<file path="src/sv/tsu_pkg.sv">
// Shared types, constants and register map of the torus sphere trace unit.
package tsu_pkg;

  // Default values of the top-level parameters.
  localparam int unsigned STEP_LIMIT_DEF = 64;
  localparam int unsigned FRAC_BITS_DEF  = 16;

  // Field and internal datapath widths.
  localparam int unsigned DATA_W  = 32;
  localparam int unsigned MAG_W   = 33;
  localparam int unsigned LEN_W   = 35;
  localparam int unsigned DIST_W  = 36;
  localparam int unsigned RAD_W   = 31;
  localparam int unsigned EPS_W   = 16;
  localparam int unsigned STEPS_W = 7;

  // Iterative divider: 64-bit dividend, 35-bit divisor, 32 quotient bits.
  localparam int unsigned DIV_NUM_W = 64;
  localparam int unsigned DIV_DEN_W = 35;
  localparam int unsigned DIV_QUO_W = 32;

  // Iterative square root: 64-bit radicand, 32-bit root.
  localparam int unsigned SQRT_IN_W  = 64;
  localparam int unsigned SQRT_OUT_W = 32;

  // Iteration counters of the two shared units.
  localparam int unsigned ITER_CNT_W = 6;

  // Request queue between front and back.
  localparam int unsigned QUEUE_DEPTH = 2;
  localparam int unsigned QPTR_W      = 1;
  localparam int unsigned QCNT_W      = 2;

  // Configuration port.
  localparam int unsigned PADDR_W = 4;
  localparam int unsigned PDATA_W = 32;

  localparam logic [1:0] REG_MAJOR_RADIUS = 2'd0;
  localparam logic [1:0] REG_MINOR_RADIUS = 2'd1;
  localparam logic [1:0] REG_HIT_EPSILON  = 2'd2;
  localparam logic [1:0] REG_MAX_STEPS    = 2'd3;

  localparam logic [RAD_W-1:0]   MAJOR_RADIUS_RST = 31'd65536;
  localparam logic [RAD_W-1:0]   MINOR_RADIUS_RST = 31'd32768;
  localparam logic [EPS_W-1:0]   HIT_EPSILON_RST  = 16'd1;
  localparam logic [STEPS_W-1:0] MAX_STEPS_RST    = 7'd16;

  // Configuration as seen by the back end.
  typedef struct packed {
    logic [RAD_W-1:0]   major_radius;
    logic [RAD_W-1:0]   minor_radius;
    logic [EPS_W-1:0]   hit_epsilon;
    logic [STEPS_W-1:0] max_steps;
  } cfg_t;

  // One queued request with its classification.
  typedef struct packed {
    logic [DATA_W-1:0] start_x;
    logic [DATA_W-1:0] start_y;
    logic [DATA_W-1:0] start_z;
    logic [DATA_W-1:0] dir_x;
    logic [DATA_W-1:0] dir_y;
    logic [DATA_W-1:0] dir_z;
    logic              dir_zero;
  } item_t;

endpackage

</file>
<file path="src/sv/tsu_front.sv">
// Front end: takes requests, flags a zero direction and queues them for the back end.
module tsu_front (
  input  logic                            clk_i,
  input  logic                            rst_ni,
  input  logic                            start,
  input  logic signed [tsu_pkg::DATA_W-1:0] start_x_i,
  input  logic signed [tsu_pkg::DATA_W-1:0] start_y_i,
  input  logic signed [tsu_pkg::DATA_W-1:0] start_z_i,
  input  logic signed [tsu_pkg::DATA_W-1:0] dir_x_i,
  input  logic signed [tsu_pkg::DATA_W-1:0] dir_y_i,
  input  logic signed [tsu_pkg::DATA_W-1:0] dir_z_i,
  output logic                            busy,
  output logic                            q_valid_o,
  output tsu_pkg::item_t                  q_item_o,
  input  logic                            q_pop_i
);

  tsu_pkg::item_t                    mem_q [tsu_pkg::QUEUE_DEPTH];
  tsu_pkg::item_t                    item_w;
  logic [tsu_pkg::QPTR_W-1:0]        wr_ptr_q;
  logic [tsu_pkg::QPTR_W-1:0]        rd_ptr_q;
  logic [tsu_pkg::QCNT_W-1:0]        cnt_q;
  logic                              push_w;
  logic                              pop_w;

  // Classify the incoming request.
  always_comb begin
    item_w.start_x  = start_x_i;
    item_w.start_y  = start_y_i;
    item_w.start_z  = start_z_i;
    item_w.dir_x    = dir_x_i;
    item_w.dir_y    = dir_y_i;
    item_w.dir_z    = dir_z_i;
    item_w.dir_zero = (dir_x_i == '0) && (dir_y_i == '0) && (dir_z_i == '0);
  end

  assign busy   = cnt_q == tsu_pkg::QCNT_W'(tsu_pkg::QUEUE_DEPTH);
  assign push_w = start && !busy;
  assign pop_w  = q_pop_i && (cnt_q != '0);

  // Queue pointers and fill level.
  always_ff @(posedge clk_i or negedge rst_ni) begin
    if (!rst_ni) begin
      wr_ptr_q <= '0;
      rd_ptr_q <= '0;
      cnt_q    <= '0;
    end else begin
      if (push_w) wr_ptr_q <= wr_ptr_q + 1'b1;
      if (pop_w)  rd_ptr_q <= rd_ptr_q + 1'b1;
      if (push_w && !pop_w)      cnt_q <= cnt_q + 1'b1;
      else if (pop_w && !push_w) cnt_q <= cnt_q - 1'b1;
    end
  end

  // Queue storage.
  always_ff @(posedge clk_i) begin
    if (push_w) mem_q[wr_ptr_q] <= item_w;
  end

  assign q_valid_o = cnt_q != '0;
  assign q_item_o  = mem_q[rd_ptr_q];

endmodule

</file>
<file path="config.mk">
export PLATFORM = sky130hd
export DESIGN_NAME = tsu_front
export DESIGN_NICKNAME = d
export VERILOG_FILES = /design/src/sv/tsu_pkg.sv /design/src/sv/tsu_front.sv
export SDC_FILE = /design/constraint.sdc
export NUM_CORES = 1
export LEC_CHECK = 0
export BUFFER_PORTS_ARGS = -buffer_cell sky130_fd_sc_hd__buf_2
export CORE_AREA = 2 2 187 171
export CTS_CLUSTER_SIZE = 30
export DETAILED_ROUTE_END_ITERATION = 10
export DIE_AREA = 0 0 189 173
export HOLD_SLACK_MARGIN = 0.05
export PLACE_DENSITY = 0.85
export SETUP_SLACK_MARGIN = 0.02
export SYNTH_ARGS = -nofsm -noshare
export SYNTH_HDL_FRONTEND = slang
export SYNTH_SLANG_ARGS = --single-unit
</file>
<file path="constraint.sdc">
create_clock -name clk_i -period 9.35 [get_ports clk_i]
set_input_delay 0.4675 -clock clk_i [delete_from_list [all_inputs] [get_ports clk_i]]
set_output_delay 0.4675 -clock clk_i [all_outputs]
set_load 0.05 [all_outputs]
</file>
==> impl_results.md <==
- Outcome: finished, final reports clean
- Mapped Cells: 652
- Routed wl met2: 15250 um
- Synth top area share: 0.8118
- Post-Route Setup TNS: 0 ns
- Avg Vias per Cell: 5.132
- PwrDens: 372.4 nW/um^2
- #FFs+latches synth: 390
- GP Congestion: 0.8083
- Fin. max-slew vios: 0
- Num CTS Buffers: 38
- Mapped Area: 14280 um^2
- Clk sinks: 390
- Cells on worst reg2reg path: 5
- Initial Utilization: 0.4665
- Top post-synthesis cells by area: edfxtp_1, mux2_2, nor4_1
- Critical path required time: roughly 8.9 ns
- Vias in the first global route: roughly 8.0k
- Dpl cells: 1436
- Final hold violation count: 0
- Die Y: roughly 170 um
- Commonest cells after routing, fill and taps aside: buf_2, edfxtp_1, mux2_2
- Worst vdd ir: 311.4 uV
- Die W: 189 um
- Final WL: 30540 um
- Largest net degree at the start of global routing: 81
- Initial DRC count: 400
- Clock power share: 0.209
- Routed len/inst: 20.32 um
- I/O Pins: 391
- Logic pwr share: 0.413
- Area delta synth->final: 24.98%
- GRT Util Overall: 0.1814
- Top Metal Used: met4
- TritonCTS clock tree: yes
- Buffers added on ports: 390
- Max Clock Freq: 292.3 MHz
- Sequential area share after synthesis: 0.8189
- Lkg Pwr: approximately 6.6 nW
- Full die area: roughly 33000 um^2
- Max Root-Sink Buffers: 3
- N_diodes: 0
- Antenna violations before repair: 0
- Root buffer cell: clkbuf_16
- Distinct cells, synth: 19
- Syn nets: between 800 and 900
- WHS: 0.1352 ns
- Clk Latency, worst-skew pair: 0.52 ns
- Post-route ant nets: 0
- HP Class: input port to flop
- H-tree levels: 2
- Slew @ Worst Pin: 1.021 ns
- Worst clock skew: 0.01834 ns
- Leading cell type in the layout, fill and taps excluded: buf_2
- Finished Layout Cells: between 1.5k and 2k
- Post-Route M1 WL: 11140 um
- Row cnt: 61
- Critical Path End Type: output port
- CP max FO: 80
- Maxcap violations: 0
- Final net count: 1265
- First-pass GRT wire length: ~45000 um
- Met3 Wirelength: 3446 um
- Crit path launch type: flop
- Setup Crit Path Kind: flop to output port
- Hold Crit Depth: 1
- Flop pwr share: 0.379
- Congestion Overflow GR: 0
- Period minus WS final: about 3.4 ns
- Net Sw Frac: 0.4136
- Core Region: between 30000 and 40000 um^2
- Via Count: 7714
- CTS clk-pin slew, worst paths: 0.06 ns
- Synth Warn #: 0
- Residual DRC: 0
- Internal power: 3.897 mW
- Endpoints failing setup: 0
- 1st-pass router iterations: 5
- Most area-hungry cell type in the Yosys netlist: edfxtp_1
- Psw: 2.748 mW
- Share of cells above drive strength 1: 0.5850
- Syn avg cell area: 21.90 um^2
- Dpl hpwl: 20850 um
- Period utilisation layout: 0.3660
- Postcts setup bufs: 0
- Max-Slew Margin vs Limit: 0.3190
- Worst path arrival time: 2.95 ns
- Unrepaired setup endpoints after global routing: false
-- flip-flops by register name, indices dropped and copies added, names as in the netlist --
signal,cells
cnt_q,2
wr_ptr_q,1
mem_q,386
rd_ptr_q,1
-- power by group through the flow --
stage	Combinational (mW)	Clock (mW)	Sequential, mW
global placement	2.73	0	2.53
CTS	2.76	1.42	2.52
finish	2.74	1.39	2.52
detailed placement	2.74	0	2.56
global route	2.85	1.48	2.56
floorplan	2.19	0	2.56
-- cells in the mapped netlist --
library cell / count
and3_1: 1
buf_2: 17
clkbuf_1: 5
dfrtp_1: 4
edfxtp_1: 386
ha_1: 1
inv_1: 2
mux2_2: 193
nand2_1: 2
nand2b_1: 1
nand4_1: 6
nor2_1: 2
nor3_2: 1
nor4_1: 23
nor4_2: 1
or2_2: 1
or4_1: 1
xnor2_1: 3
xor2_1: 2
-- path summary, 6_finish.rpt --
path	start	slack, ns	endpoint
max reg2reg	cnt_q[0]	6.37	mem_q[0][92]
max in group asynchronous	rst_ni	8.93	rd_ptr_q
max	rd_ptr_q	5.93	q_item_o[107]
min in group asynchronous	rst_ni	0.28	cnt_q[0]
min reg2reg	cnt_q[1]	0.49	cnt_q[1]
min	start_x_i[24]	0.14	mem_q[1][185]
-- worst max-delay path, stage by stage (launching register included) --
cell     delay, ns
dfrtp_4       0.82
buf_4         0.86
mux2_2        0.45
buf_2         0.22
-- layout make-up --
class                      instances  area, um^2
clock buffer                      52        1067
clock inverter                    14       60.06
fill                            2227       12760
inverter                           2       7.507
multi-input combinational        238        2487
sequential                       390       11700
tap                              409       511.7
timing repair buffer             398        2014
-- kinds of logic after synthesis --
kind of cell / count (synthesis) / synth area share
xor+xnor: 5 / 0.003068
mux: 193 / 0.1522
fa+ha+maj: 1 / 0.0008762
flops: 390 / 0.8189
buf+inv: 24 / 0.007800
simple gates: 39 / 0.01718
-- metal layers --
metal  track usage  vias to the layer above
met2        0.3149                      420
li1              -                     3471
met4       0.05664                        0
met1        0.2113                     3761
met3       0.06312                       62
met5             0                        -
-- through the flow --
stage | util | setup slack [ns] | power, mW | cell area (um^2)
after floorplan | - | 3.242 | 4.750 | 14280
after global placement | 0.5458 | 6.456 | 5.256 | 16710
after detailed placement | 0.5458 | 6.416 | 5.300 | 16710
after CTS | 0.5830 | 5.899 | 6.700 | 17840
after global routing | 0.5830 | 5.769 | 6.889 | 17840
final | 0.5830 | 5.928 | 6.645 | 17840
-- timing repair --
item / 4_1_cts / 5_1_grt
hold buffers: 1 / 0
hold endpoints to repair: 4 / 0
resized for setup: 0 / 0
(Power assumes the default switching activity.)
